`config.mk`:
```
export PLATFORM = sky130hd
export DESIGN_NAME = packed_weight_dequantizer
export DESIGN_NICKNAME = d
export VERILOG_FILES = /design/src/sv/pwd_pkg.sv /design/src/sv/pwd_encode.sv /design/src/sv/packed_weight_dequantizer.sv
export SDC_FILE = /design/constraint.sdc
export NUM_CORES = 1
export LEC_CHECK = 0
export ABC_AREA = 1
export BUFFER_PORTS_ARGS = -buffer_cell sky130_fd_sc_hd__buf_2
export CAP_MARGIN = 20
export CORE_MARGIN = 2
export CORE_UTILIZATION = 34
export CTS_BUF_LIST = sky130_fd_sc_hd__clkbuf_4 sky130_fd_sc_hd__clkbuf_8
export CTS_CLUSTER_SIZE = 28
export DETAILED_ROUTE_END_ITERATION = 10
export HOLD_SLACK_MARGIN = 0.03
export PLACE_DENSITY = 0.48
export SETUP_SLACK_MARGIN = 0.2
export SLEW_MARGIN = 10
export SYNTH_ARGS = -nofsm -noshare
export SYNTH_HDL_FRONTEND = slang
export SYNTH_SLANG_ARGS = --single-unit
```
`constraint.sdc`:
```
create_clock -name clock -period 6.7 [get_ports clock]
set_input_delay 0.67 -clock clock [delete_from_list [all_inputs] [get_ports clock]]
set_output_delay 0.67 -clock clock [all_outputs]
set_load 0.02 [all_outputs]
```
`src/sv/pwd_pkg.sv`:
```
`timescale 1ns / 1ps
// ----------------------------------------------------------------------------
// pwd_pkg
// Shared types and constants for the packed weight dequantizer.
// ----------------------------------------------------------------------------
package pwd_pkg;

   localparam logic [1:0] MODE_2BIT  = 2'd0;
   localparam logic [1:0] MODE_4BIT  = 2'd1;
   localparam logic [1:0] MODE_8BIT  = 2'd2;
   localparam logic [1:0] MODE_SPARE = 2'd3;   // unused code, acts as 8-bit

   // one weight on its way through the multiply pipeline
   typedef struct packed {
      logic        valid;
      logic        last;
      logic        sign;
      logic        special;
      logic [15:0] special_val;
      logic [19:0] prod;
      logic [5:0]  expo;   // exponent offset: e = expo - 25
   } mul_stage_type;

endpackage

```
`src/sv/pwd_encode.sv`:
```
`timescale 1ns / 1ps
// ----------------------------------------------------------------------------
// pwd_encode
// Three-stage rounding of sign * p * 2^(expo-25) to binary16.
// ----------------------------------------------------------------------------
module pwd_encode (
   input  logic                   clock,
   input  logic                   reset,
   input  pwd_pkg::mul_stage_type in_stage,
   output logic                   out_valid,
   output logic                   out_last,
   output logic [15:0]            out_value
);

   // stage A: leading one position and shift amount
   pwd_pkg::mul_stage_type a_ff;
   logic [5:0] a_sh_ff, a_sh_in;   // signed-ish: shift + 16 bias
   logic [4:0] lead;

   always_comb begin
      lead = 5'd0;
      for (int i = 0; i < 20; i++) begin
         if (in_stage.prod[i]) lead = 5'(i);
      end
   end

   always_comb begin
      logic signed [7:0] sh;
      logic signed [7:0] mn;
      sh = $signed({3'd0, lead}) - 8'sd10;
      // -24 - e = 1 - expo
      mn = 8'sd1 - $signed({2'd0, in_stage.expo});
      if (mn > sh) sh = mn;
      a_sh_in = 6'(sh + 8'sd16);
   end

   // stage B: shift and round
   logic        b_valid_ff, b_last_ff, b_sign_ff, b_special_ff, b_zero_ff;
   logic [15:0] b_special_val_ff;
   logic [11:0] b_q_ff, b_q_in;
   logic [6:0]  b_ex_ff, b_ex_in;

   always_comb begin
      logic [19:0] rem;
      logic [19:0] half;
      logic [19:0] q;
      logic signed [7:0] sh;
      sh = $signed({2'd0, a_sh_ff}) - 8'sd16;
      rem = '0;
      half = '0;
      if (sh > 0) begin
         q = a_ff.prod >> sh[4:0];
         rem = a_ff.prod & ((20'd1 << sh[4:0]) - 20'd1);
         half = 20'd1 << (sh[4:0] - 5'd1);
         if (rem > half || (rem == half && q[0])) q = q + 20'd1;
      end else begin
         q = a_ff.prod << 5'(-sh);
      end
      b_q_in = q[11:0];
      // ex = e + sh + 25 = expo + sh
      b_ex_in = 7'($signed({2'd0, a_ff.expo}) + sh);
   end

   always_ff @(posedge clock) begin
      if (reset) begin
         a_ff.valid <= 1'b0;
         b_valid_ff <= 1'b0;
         out_valid  <= 1'b0;
      end else begin
         a_ff.valid <= in_stage.valid;
         b_valid_ff <= a_ff.valid;
         out_valid  <= b_valid_ff;
      end
      a_ff.last        <= in_stage.last;
      a_ff.sign        <= in_stage.sign;
      a_ff.special     <= in_stage.special;
      a_ff.special_val <= in_stage.special_val;
      a_ff.prod        <= in_stage.prod;
      a_ff.expo        <= in_stage.expo;
      a_sh_ff          <= a_sh_in;
      b_last_ff        <= a_ff.last;
      b_sign_ff        <= a_ff.sign;
      b_special_ff     <= a_ff.special;
      b_special_val_ff <= a_ff.special_val;
      b_zero_ff        <= (a_ff.prod == 20'd0);
      b_q_ff           <= b_q_in;
      b_ex_ff          <= b_ex_in;
   end

   // stage C: renormalize and pack
   logic [15:0] c_value_in;
   always_comb begin
      logic [11:0] q;
      logic signed [7:0] ex;
      q  = b_q_ff;
      ex = $signed({b_ex_ff[6], b_ex_ff});
      if (q >= 12'd2048) begin
         q  = q >> 1;
         ex = ex + 8'sd1;
      end
      if (b_special_ff)        c_value_in = b_special_val_ff;
      else if (b_zero_ff)      c_value_in = {b_sign_ff, 15'd0};
      else if (q < 12'd1024)   c_value_in = {b_sign_ff, 5'd0, q[9:0]};
      else if (ex >= 8'sd31)   c_value_in = {b_sign_ff, 15'h7C00};
      else                     c_value_in = {b_sign_ff, ex[4:0], q[9:0]};
   end

   always_ff @(posedge clock) begin
      out_last  <= b_last_ff;
      out_value <= c_value_in;
   end

endmodule

```
`src/sv/packed_weight_dequantizer.sv`:
```
`timescale 1ns / 1ps
// ----------------------------------------------------------------------------
// packed_weight_dequantizer
// Unpacks quantized weights from a 32-bit word and scales them to binary16.
// ----------------------------------------------------------------------------
//  channel  | ports                        | transfer
//  ---------+------------------------------+-------------------------------
//  request  | req_* fields, start, busy    | start high and busy low
//  response | rsp_weight_value, rsp_last   | rsp_valid high, one cycle each
//  config   | csr_we, csr_bits_mode        | csr_we high
//
// A word yields 32/bits results, one per cycle: 16, 8 or 4 results per word,
// set by the unpack sequencer that issues one weight a cycle. busy is high
// while a word is being unpacked, except on its final weight, so the next word
// enters right behind it. Each weight passes stage 1, stage 2 and encode A, B, C.
// The receiver cannot stall; the pipeline never holds. Reset clears valid
// bits and sets the width mode to 4 bits.
module packed_weight_dequantizer (
   input  logic        clock,
   input  logic        reset,
   input  logic        start,
   output logic        busy,
   input  logic [31:0] req_weight_word,
   input  logic [31:0] req_zero_word,
   input  logic [3:0]  req_zero_slot,
   input  logic [15:0] req_scale_bits,
   output logic        rsp_valid,
   output logic [15:0] rsp_weight_value,
   output logic        rsp_last,
   input  logic        csr_we,
   input  logic [1:0]  csr_bits_mode
);

   logic [1:0] mode_ff;
   always_ff @(posedge clock) begin
      if (reset) mode_ff <= pwd_pkg::MODE_4BIT;
      else if (csr_we) mode_ff <= csr_bits_mode;
   end

   // field geometry for the current mode
   logic [3:0] count_m1;
   logic [7:0] mask;
   always_comb begin
      case (mode_ff)
         pwd_pkg::MODE_2BIT: begin count_m1 = 4'd15; mask = 8'h03; end
         pwd_pkg::MODE_4BIT: begin count_m1 = 4'd7;  mask = 8'h0F; end
         default:            begin count_m1 = 4'd3;  mask = 8'hFF; end
      endcase
   end

   function automatic logic [7:0] field_at(input logic [31:0] w, input logic [1:0] m,
                                            input logic [3:0] j);
      logic [7:0] r;
      case (m)
         pwd_pkg::MODE_2BIT: r = 8'(w >> {j, 1'b0});
         pwd_pkg::MODE_4BIT: r = 8'(w >> {j[2:0], 2'b0});
         default:            r = 8'(w >> {j[1:0], 3'b0});
      endcase
      return r;
   endfunction

   // sequencer: hold the word, advance one field a cycle
   logic        act_ff;
   logic [3:0]  idx_ff;
   logic [31:0] word_ff;
   logic [8:0]  zero_ff;
   logic [15:0] scale_ff;
   logic        take;
   logic        fin;

   assign fin  = act_ff && (idx_ff == count_m1);
   assign busy = act_ff && !fin;
   assign take = start && !busy;

   always_ff @(posedge clock) begin
      if (reset) begin
         act_ff <= 1'b0;
         idx_ff <= 4'd0;
      end else if (take) begin
         act_ff <= 1'b1;
         idx_ff <= 4'd0;
      end else if (fin) begin
         act_ff <= 1'b0;
      end else if (act_ff) begin
         idx_ff <= idx_ff + 4'd1;
      end
      if (take) begin
         word_ff  <= req_weight_word;
         scale_ff <= req_scale_bits;
         zero_ff  <= {1'b0, field_at(req_zero_word, mode_ff, req_zero_slot & count_m1)
                     & mask} + 9'd1;
      end
   end

   // stage 1: signed difference, scale passed along
   logic        s1_valid_ff, s1_last_ff;
   logic [9:0]  s1_diff_ff;   // two's complement
   logic [15:0] s1_scale_ff;
   always_ff @(posedge clock) begin
      if (reset) s1_valid_ff <= 1'b0;
      else       s1_valid_ff <= act_ff;
      s1_last_ff  <= fin;
      s1_diff_ff  <= {2'b0, field_at(word_ff, mode_ff, idx_ff) & mask} - {1'b0, zero_ff};
      s1_scale_ff <= scale_ff;
   end

   // stage 2: multiply mantissa by magnitude, resolve specials
   pwd_pkg::mul_stage_type m_ff, m_in;
   always_comb begin
      logic [4:0] ex;
      logic [9:0] fr;
      logic       neg;
      logic [8:0] mag;
      ex  = s1_scale_ff[14:10];
      fr  = s1_scale_ff[9:0];
      neg = s1_diff_ff[9];
      mag = neg ? 9'(-s1_diff_ff) : s1_diff_ff[8:0];
      m_in.valid = s1_valid_ff;
      m_in.last  = s1_last_ff;
      m_in.sign  = s1_scale_ff[15] ^ neg;
      m_in.special = (ex == 5'd31);
      if (fr != 10'd0)       m_in.special_val = s1_scale_ff | 16'h0200;
      else if (mag == 9'd0)  m_in.special_val = 16'h7E00;
      else                   m_in.special_val = {m_in.sign, 15'h7C00};
      if (ex == 5'd0) begin
         m_in.prod = 20'({1'b0, fr} * mag);
         m_in.expo = 6'd1;
      end else begin
         m_in.prod = 20'({1'b1, fr} * mag);
         m_in.expo = {1'b0, ex};
      end
   end

   always_ff @(posedge clock) begin
      if (reset) m_ff.valid <= 1'b0;
      else       m_ff.valid <= m_in.valid;
      m_ff.last        <= m_in.last;
      m_ff.sign        <= m_in.sign;
      m_ff.special     <= m_in.special;
      m_ff.special_val <= m_in.special_val;
      m_ff.prod        <= m_in.prod;
      m_ff.expo        <= m_in.expo;
   end

   pwd_encode u_encode (
      .clock     (clock),
      .reset     (reset),
      .in_stage  (m_ff),
      .out_valid (rsp_valid),
      .out_last  (rsp_last),
      .out_value (rsp_weight_value)
   );

endmodule

```
# Word-level counts from Yosys, hierarchy flattened
# Cells that the tools add are included.
# totals
word_cells	135
register_bits	248
input_bits	90
# classes
addsub	14
n_shift	10
eq_ne	4
mul	2
magnitude_cmp	6
n_mux	39
bitwise	6
n_reduce_logical	15
# ops
cell	count
32-bit by 5-bit >> shifter with 8-bit output	6
5-bit two-way mux	18
16-bit two-way mux	3
8-bit case mux with 2 select lines	3
15-bit two-way mux	3
1-bit by 5-bit left shift with 20-bit output, first input constant	2
12-bit two-way mux	3
25-bit two-way mux	1
20-bit bitwise AND	1
20-bit equality test	1
20-bit > comparator	1
20-bit zero test	1
11-bit by 9-bit multiplier with 20-bit output	1
20-bit by 5-bit left shift with 12-bit output	1
20-bit by 5-bit >> shifter with 12-bit output	1
20-bit by 1-bit subtractor with 20-bit output, second input constant	1
10-bit by 9-bit multiplier with 19-bit output	1
8-bit bitwise AND	2
8-bit two-way mux	2
12-bit by 1-bit adder with 12-bit output, second input constant	1
12-bit >= comparator, second input constant	1
12-bit by 11-bit < comparator with 1-bit output, second input constant	1
10-bit nonzero test	1
8-bit by 9-bit subtractor with 10-bit output	1
33 further kinds	39

# Logic depth before layout (Yosys ltp)
# Gate-level depths: netlist of the first run.
# depth
ltp_word	23
depth_mapped	34

# Cells and area by module
# From an unflattened synthesis of the first run, not the netlist that was laid out.
# unflattened
hier_cells	2356
area_unflattened_um2	17359.1
# modules_own_cells
module	cells_each	n_inst	seq_area_each_um2	area_each_um2
packed_weight_dequantizer	1386	1	3313.2	10757.8
pwd_encode	970	1	2202.1	6601.3

# Least setup slack after synthesis of the first run
# No wires, ideal clock.
# synth_path
path_kind	register to register
from	register s1_diff_ff[0]
to	register m_ff[22] (netlist bit)
n_path_buf	1
arrival_ps	5426
slack_ps	1157
setup_ps	116
stages_incl_launch_ff	34
path_cell_list	dfxtp_1 -> clkbuf_1 -> inv_1 -> ha_1 -> inv_1 -> nor2_1 -> a31oi_1 -> inv_1 -> nand2_1 -> nand2_1 -> inv_1 -> nor2_1 -> fa_1 -> inv_1 -> fa_1 -> inv_1 -> fa_1 -> inv_1 -> fa_1 -> inv_1 -> ha_1 -> nand2_1 -> nand2_1 -> o21bai_1 -> a21oi_1 -> o21ai_0 -> nand2_1 -> nand2_1 -> a21oi_1 -> inv_1 -> nand2_1 -> nand3_1 -> nand3_1 -> nand2_1
# synth_rtl
element	line	rtl
from (decl)	packed_weight_dequantizer.sv:97	logic [9:0] s1_diff_ff;
from (signal assigned)	packed_weight_dequantizer.sv:103	s1_diff_ff <= {2'b0, field_at(word_ff, mode_ff, idx_ff) & mask} - {1'b0, zero_ff};
to (decl)	packed_weight_dequantizer.sv:108	pwd_pkg::mul_stage_type m_ff, m_in;

==> results of run 1 <==
==> worst max-delay path: cells and delay by family, from the launching register on <==
kind | cells | cell delay (ps)
compound gates | 5 | 920
fa+ha+maj | 6 | 2700
buf+inv | 9 | 740
flops | 1 | 480
simple gates | 12 | 920
==> flip-flops by register name, indices dropped and copies added (netlist names) <==
| register | flops |
|---|---|
| u_encode.a_sh_ff | 6 |
| u_encode.out_value | 16 |
| u_encode.b_zero_ff | 1 |
| u_encode.b_special_ff | 1 |
| act_ff | 1 |
| mode_ff | 2 |
| u_encode.a_ff | 45 |
| s1_scale_ff | 16 |
| scale_ff | 16 |
| word_ff | 32 |
| u_encode.b_sign_ff | 1 |
| u_encode.out_valid | 1 |
| u_encode.out_last | 1 |
| u_encode.b_ex_ff | 7 |
| idx_ff | 4 |
| zero_ff | 9 |
| s1_diff_ff | 10 |
| u_encode.b_special_val_ff | 16 |
| s1_valid_ff | 1 |
| u_encode.b_last_ff | 1 |
| s1_last_ff | 1 |
| m_ff | 45 |
| u_encode.b_valid_ff | 1 |
| u_encode.b_q_ff | 12 |
==> worst max path at each step <==
| stage | startpoint | endpoint | slack, ps | cells after the start |
|---|---|---|---|---|
| global route | s1_diff_ff[0]$_DFF_P_ | m_ff[20]$_DFF_P_ | 270 | 31 |
| CTS | s1_diff_ff[0]$_DFF_P_ | m_ff[22]$_DFF_P_ | 580 | 32 |
| global placement | s1_diff_ff[0]$_DFF_P_ | m_ff[22]$_DFF_P_ | 680 | 32 |
| finish | s1_diff_ff[0]$_DFF_P_ | m_ff[22]$_DFF_P_ | 820 | 32 |
| floorplan | s1_diff_ff[0]$_DFF_P_ | m_ff[22]$_DFF_P_ | 1160 | 33 |
| detailed placement | s1_diff_ff[0]$_DFF_P_ | m_ff[22]$_DFF_P_ | 590 | 32 |
==> area by class of cell <==
| type | instances | area (um2) |
|---|---|---|
| Antenna cell | 1 | 2.50 |
| Clock buffer | 63 | 779 |
| Clock inverter | 9 | 113 |
| Fill cell | 5187 | 30000 |
| Inverter | 368 | 1390 |
| Multi-Input combinational cell | 1529 | 9470 |
| Sequential cell | 246 | 5500 |
| Tap cell | 664 | 831 |
| Timing Repair Buffer | 119 | 623 |
==> metal layers <==
layer	global-route usage [%]	part of all wire [%]
met1	21.4	44
met2	32.0	51
met3	2.37	3.4
met4	5.87	2.5
met5	0	0
==> cells in the mapped netlist (7+ instances only) <==
| cell type | count |
|---|---|
| a211oi_1 | 7 |
| a21oi_1 | 104 |
| buf_2 | 15 |
| buf_4 | 7 |
| clkbuf_1 | 44 |
| dfxtp_1 | 189 |
| edfxtp_1 | 57 |
| fa_1 | 79 |
| ha_1 | 119 |
| inv_1 | 353 |
| inv_2 | 11 |
| nand2_1 | 498 |
| nand3_1 | 103 |
| nand4_1 | 13 |
| nor2_1 | 198 |
| nor2_2 | 7 |
| nor3_1 | 19 |
| nor4_1 | 9 |
| o211ai_1 | 22 |
| o21ai_0 | 177 |
| o21ai_1 | 30 |
| or2_2 | 15 |
| xnor2_1 | 16 |
| xor2_1 | 30 |
==> cells by family after synthesis <==
group                    Yosys count
AND/OR/NAND/NOR                  884
buffers and inverters            443
multiplexers                       6
XOR/XNOR                          46
flip-flops                       246
AO/OA/AOI/OAI                    395
adder cells (fa/ha/maj)          198
==> metrics by stage <==
stage	setup slack [ps]	cell area (um2)	utilization [%]
floorplan	1160	16700	-
global placement	678	17800	36.5
detailed placement	587	17800	36.5
CTS	578	18700	38.4
global route	266	18700	38.4
finish	817	18700	38.4
==> results.md, run 1 <==
- Seq/Total Area, Yosys: 32.9%
- DRC violations left: 0
- Area leader, netlist: dfxtp_1
- 1st-iter DRT viols: 904
- Tmin final: 5880 ps
- H-tree levels: 2
- Pin count of the biggest net entering global routing: 59
- Yosys top cell area share: 22.6%
- Drt pass-1 iters: 5
- Fin nets: 2593
- Hold Path Depth: 1
- Final Wtd Congestion: about 0.9
- Worst skew pair latency: 590 ps
- EDFF count, synth: 57
- IO buf count: 108
- Data required, critical path: 7170 ps
- Min-delay src: req_weight_word[16]
- Root Buffer: clkbuf_8
- Synthesized instance count: roughly 2200
- Post-Syn Area: 0.0167 mm2
- Commonest non-fill, non-tap cell in the layout: nand2_1
- I/O pin total: about 110
- WHS Endpoint: word_ff[16]$_DFFE_PP_
- FF+latch count, synth: about 250
- WL/cell: around 15 um
- Vias in the first global route: about 14000
- Die Y: 226 um
- Post-DR vias/cell: 4.71
- Post-CTS Hold Fix Bufs: 0
- Most frequent cells in the layout: nand2_1 (498), inv_1 (352), nor2_1 (197)
- Kind of critical path: flip-flop to flip-flop
- Final-report max-slew violation count: 0
- Yosys warning count: 0
- R2r worst-path depth: 32
- Max Cap Viol: 0
- Setup TNS: 0 ps
- RSZ-0062 raised after global routing: false
- Crit start category: flip-flop
- Area share of fa/ha/maj cells after synthesis: 18.4%
- Slew at the pin with the worst max-slew slack: 743 ps
- Largest family of logic cells by synthesized area: simple AND/OR/NAND/NOR gates
- # resized after CTS: 0
- Final setup viols: 0
- Mux contribution to synthesized area: 0.367%
- Antenna violations before repair: 1
- Starting density of the core: 34.3%
- Final period util: ~88%
- Asr flop ratio synth: 0%
- Max transition margin: 50.2%
- CTS sink cnt: 246
- Antenna-violating nets left: 0
- Core area: just under 0.05 mm2
- Final non-filler cell total: 2999
- Reg-to-reg slack, setup: 820 ps
- Fmax: 0.170 GHz
- Layout cells sized above 1: 10.7%
- Dpl cells: 2926
- Die width: 226 um
- Synth Net Count: 2506
- Routed Wire Length: 44300 um
- Area Growth Syn to Fin: 11.9%
- Netlist cell types: between 60 and 70
- Postcts setup bufs: 0
- Reg-to-Reg Start: s1_diff_ff[0]$_DFF_P_
- Clock skew: 15.0 ps
- Synth top area cells: dfxtp_1 (23%), nand2_1 (11%), edfxtp_1 (10%), fa_1 (9.5%), ha_1 (8.9%)
- Outcome: finished clean
- Top_reg_cell synth: dfxtp_1
- Top cell by count, worst path: inv_1
- Row count: 81
- Hold WS: between 200 and 300 ps
- Die area: 0.0509 mm2
- CTS tree: yes
- Post-DP HPWL: approximately 36000 um
- First-pass GRT wire length: between 70000 and 80000 um
- CP Data Arrival Time: 6350 ps
- Endpoint class of the critical path: flip-flop
- Crit-path max cell delay: between 500 and 600 ps
- Slowest CP cell: fa_1
- Fin. Hold Viols: 0
- Simple-gate portion of the synthesized area: approximately 22%
- Crit path max fanout: 13
- Reg-to-reg endpoint: m_ff[22]$_DFF_P_
- Avg Inst Size Synth: 7.53 um2
- GRT Total Usage: 17.6%
- DR vias: roughly 14000
- CTS Buf Count: just over 40
- Post-synthesis xor/xnor area fraction: 2.41%
- Synth Area in Compound Gates: a little over an eighth
- Clock-pin slew on the worst setup and hold paths: 70 ps
- Grt total ovfl: 0
- Tightest Hold Check Type: input pin to flip-flop
- Max Root-Sink Buffers: 3
Power of run 1 is not shown: default switching activity piles up to over one toggle a cycle in this logic, so the estimate is an artifact.
==> inputs of run 2 (changes only) <==
--- a/config.mk
+++ b/config.mk
@@ -5,7 +5,7 @@
 export SDC_FILE = /design/constraint.sdc
 export NUM_CORES = 1
 export LEC_CHECK = 0
-export ABC_AREA = 1
+export ABC_AREA = 0
 export BUFFER_PORTS_ARGS = -buffer_cell sky130_fd_sc_hd__buf_2
 export CAP_MARGIN = 20
 export CORE_MARGIN = 2
==> constraint.sdc (replaced) <==
create_clock -name clock -period 6.7 [get_ports clock]
set_input_delay 1.005 -clock clock [delete_from_list [all_inputs] [get_ports clock]]
set_output_delay 1.005 -clock clock [all_outputs]
set_load 0.02 [all_outputs]
==> run 2 against run 1 <==
  * Global-route usage down 1.5 points
  * Area after synthesis barely moved
  * Critical path depth down 12
  * Count of clock-buffer cells in the layout down 6
  * Register-to-register slack got worse by 110 ps
  * First-iteration DRC count fell by 30%
  * Final area about the same
  * Via count decreased by 13%
  * Wire length shrank 7.7%
  * Hold slack better by 61 ps
  * Highest routed layer unchanged
  * Cell count fell by 17%
  * Worst setup slack worse by 110 ps
==> results.md, run 2 <==
- Largest regs: m_ff (45), u_encode.a_ff (45), word_ff (32)
- Fmax: 0.167 GHz
- Endpoint class of the critical path: flip-flop
- Synthesized instance count: 1709
- CTS sink cnt: 246
- Slowest CP cell: or4_1
- Die Y: 226 um
- Crit start category: flip-flop
- Asr flop ratio synth: 0%
- Design Area, Final: ~0.019 mm2
- Clock-pin slew on the worst setup and hold paths: 60 ps
- Yosys warning count: 0
- Worst skew pair latency: 580 ps
- RSZ-0062 raised after global routing: false
- Post-Syn Area: 0.0167 mm2
- Final period util: about nine tenths
- Final setup viols: 0
- I/O pin total: roughly 110
- DRC violations left: 0
- Setup TNS: 0 ps
- Outcome: finished clean
- IO buf count: 108
- Routed Wire Length: 40900 um
- N_diodes: 0
- Synth Net Count: 1997
- Most frequent cells in the layout: dfxtp_1 (188), nand2_1 (178), inv_1 (177)
- Synth top area cells: dfxtp_1 (23%), edfxtp_1 (10%), fa_1 (9.5%), ha_1 (8.9%), mux2i_1 (5.7%)
- Crit path max fanout: 12
- Post-DP HPWL: between 30000 and 40000 um
- Slew at the pin with the worst max-slew slack: 1050 ps
- Reg-to-reg slack, setup: 700 ps
- Layout cells sized above 1: 15.6%
- Postcts setup bufs: 0
- H-tree levels: 2
- First-pass GRT wire length: 65300 um
- Post-DR vias/cell: approximately 5.0
- Hold Path Depth: 0
- Starting density of the core: 34.3%
- Commonest cells post-synth: dfxtp_1 (189), nand2_1 (178), inv_1 (177)
- Netlist cell types: 81
- FF+latch count, synth: around 250
- Area Growth Syn to Fin: 11.8%
- Tightest Hold Check Type: flip-flop to flip-flop
- Top_reg_cell synth: dfxtp_1
- 1st-iter DRT viols: between 600 and 700
- Drt pass-1 iters: 4
- Area of the multi-input gates: 0.0101 mm2
- CTS Buf Count: 40
- Die area: between 0.05 and 0.06 mm2
- Fin nets: 2076
- Yosys top cell area share: 22.6%
- Post-CTS Hold Fix Bufs: 0
- CP Data Arrival Time: 6450 ps
- Antenna-violating nets left: 0
- Worst path cell trace: or4_1 -> o31ai_1 -> xnor2_1 -> and2_1 -> fa_1 -> inv_1 -> fa_1 -> inv_1 -> fa_1 -> inv_1 -> fa_1 -> inv_1 -> ha_1 -> a21o_1 -> a31oi_1 -> o21ai_0 -> o41ai_1 -> o21ai_0 -> xnor2_1 -> a21oi_1
- DP Area: 0.0178 mm2
- Core area: 0.0487 mm2
- GRT Total Usage: 16.1%
- EDFF count, synth: 57
- Commonest non-fill, non-tap cell in the layout: dfxtp_1
- # resized after CTS: 0
- Kind of critical path: flip-flop to flip-flop
- Final-report max-slew violation count: 0
- Max transition margin: 29.4%
- Row count: 81
- Die width: around 230 um
- Antenna violations before repair: 0
- Count leader, synth: dfxtp_1
- Final Wtd Congestion: 0.861
- WL/cell: around 16 um
- Clock skew: 29.0 ps
- Register area: 0.00550 mm2
- Root Buffer: clkbuf_8
- R2r worst-path depth: 20
- Fin. Hold Viols: 0
- Grt total ovfl: 0
- Max Cap Viol: 0
- Area leader, netlist: dfxtp_1
- Seq/Total Area, Yosys: 32.9%
- Avg Inst Size Synth: 9.78 um2
- Crit-path max cell delay: 540 ps
- DR vias: between 10000 and 15000
- Fill cells: 4961
- Dpl ws: 705 ps
- Tmin final: 6000 ps
- Data required, critical path: 7150 ps
- CTS tree: yes
- Max Root-Sink Buffers: 3
- Vias in the first global route: 12400
- Pin count of the biggest net entering global routing: 58
- Final WS setup: 703 ps
[run 2: cell types whose count changed in the layout (fill, tap and decap cells not counted), sizes merged, moves of 17 or more]
cell and delta:
xnor2 +34, nor2 -117, mux4 +45, nand2 -324, inv -188, nor2b +26, and2 +54, mux2i +93
o211ai -17, nand2b +20, a21oi -47, o21ai -143, nand3 -64
[run 2: metrics by stage]
| stage | hold slack, ps | std cells | utilization, % |
|---|---|---|---|
| finish | 312 | 2478 | 38.3 |
| CTS | 309 | 2478 | 38.3 |
| global placement | 312 | 2409 | 36.5 |
| detailed placement | 312 | 2410 | 36.6 |
| global route | 324 | 2478 | 38.3 |
| floorplan | 310 | 1709 | - |
[run 2: worst paths after layout]
path,start,end
worst max-delay path,s1_diff_ff[5]$_DFF_P_,m_ff[23]$_DFF_P_
worst min-delay path,u_encode.a_ff[32]$_DFF_P_,u_encode.b_special_val_ff[6]$_DFF_P_
worst max register to register,s1_diff_ff[5]$_DFF_P_,m_ff[23]$_DFF_P_
worst min register to register,u_encode.a_ff[32]$_DFF_P_,u_encode.b_special_val_ff[6]$_DFF_P_
[run 2: critical path: cells and delay by family (launching register included)]
family,cells,cell delay [ps]
adder cells (fa/ha/maj),5,2500
flip-flops,1,330
XOR/XNOR,2,480
buffers and inverters,4,200
AND/OR/NAND/NOR,2,830
AO/OA/AOI/OAI,7,1540
[run 2: routing by layer]
| layer | part of all wire (%) | track usage [%] |
|---|---|---|
| met4 | 1.7 | 3.74 |
| met2 | 48 | 26.9 |
| met1 | 46 | 22.0 |
| met3 | 4.3 | 2.47 |
| met5 | 0 | 0 |
[run 2: cell type report]
type / instances / area share, %
clock buffers: 57 / 3.80
repair buffers: 132 / 3.84
inverters: 181 / 3.64
well taps: 664 / 4.45
multi-input cells: 1187 / 54.0
flip-flops and latches: 246 / 29.4
clock inverters: 11 / 0.837
[run 2: logic make-up (layout without fill, tap and decap cells)]
family	after synthesis	in the layout	share of synthesized area, %
flops	246	246	32.9
compound gates	273	273	11.0
xor+xnor	77	77	4.04
mux	156	156	13.1
buf+inv	276	381	6.78
fa+ha+maj	198	198	18.4
simple gates	483	483	13.8
Power of run 2 is left out for the same reason.
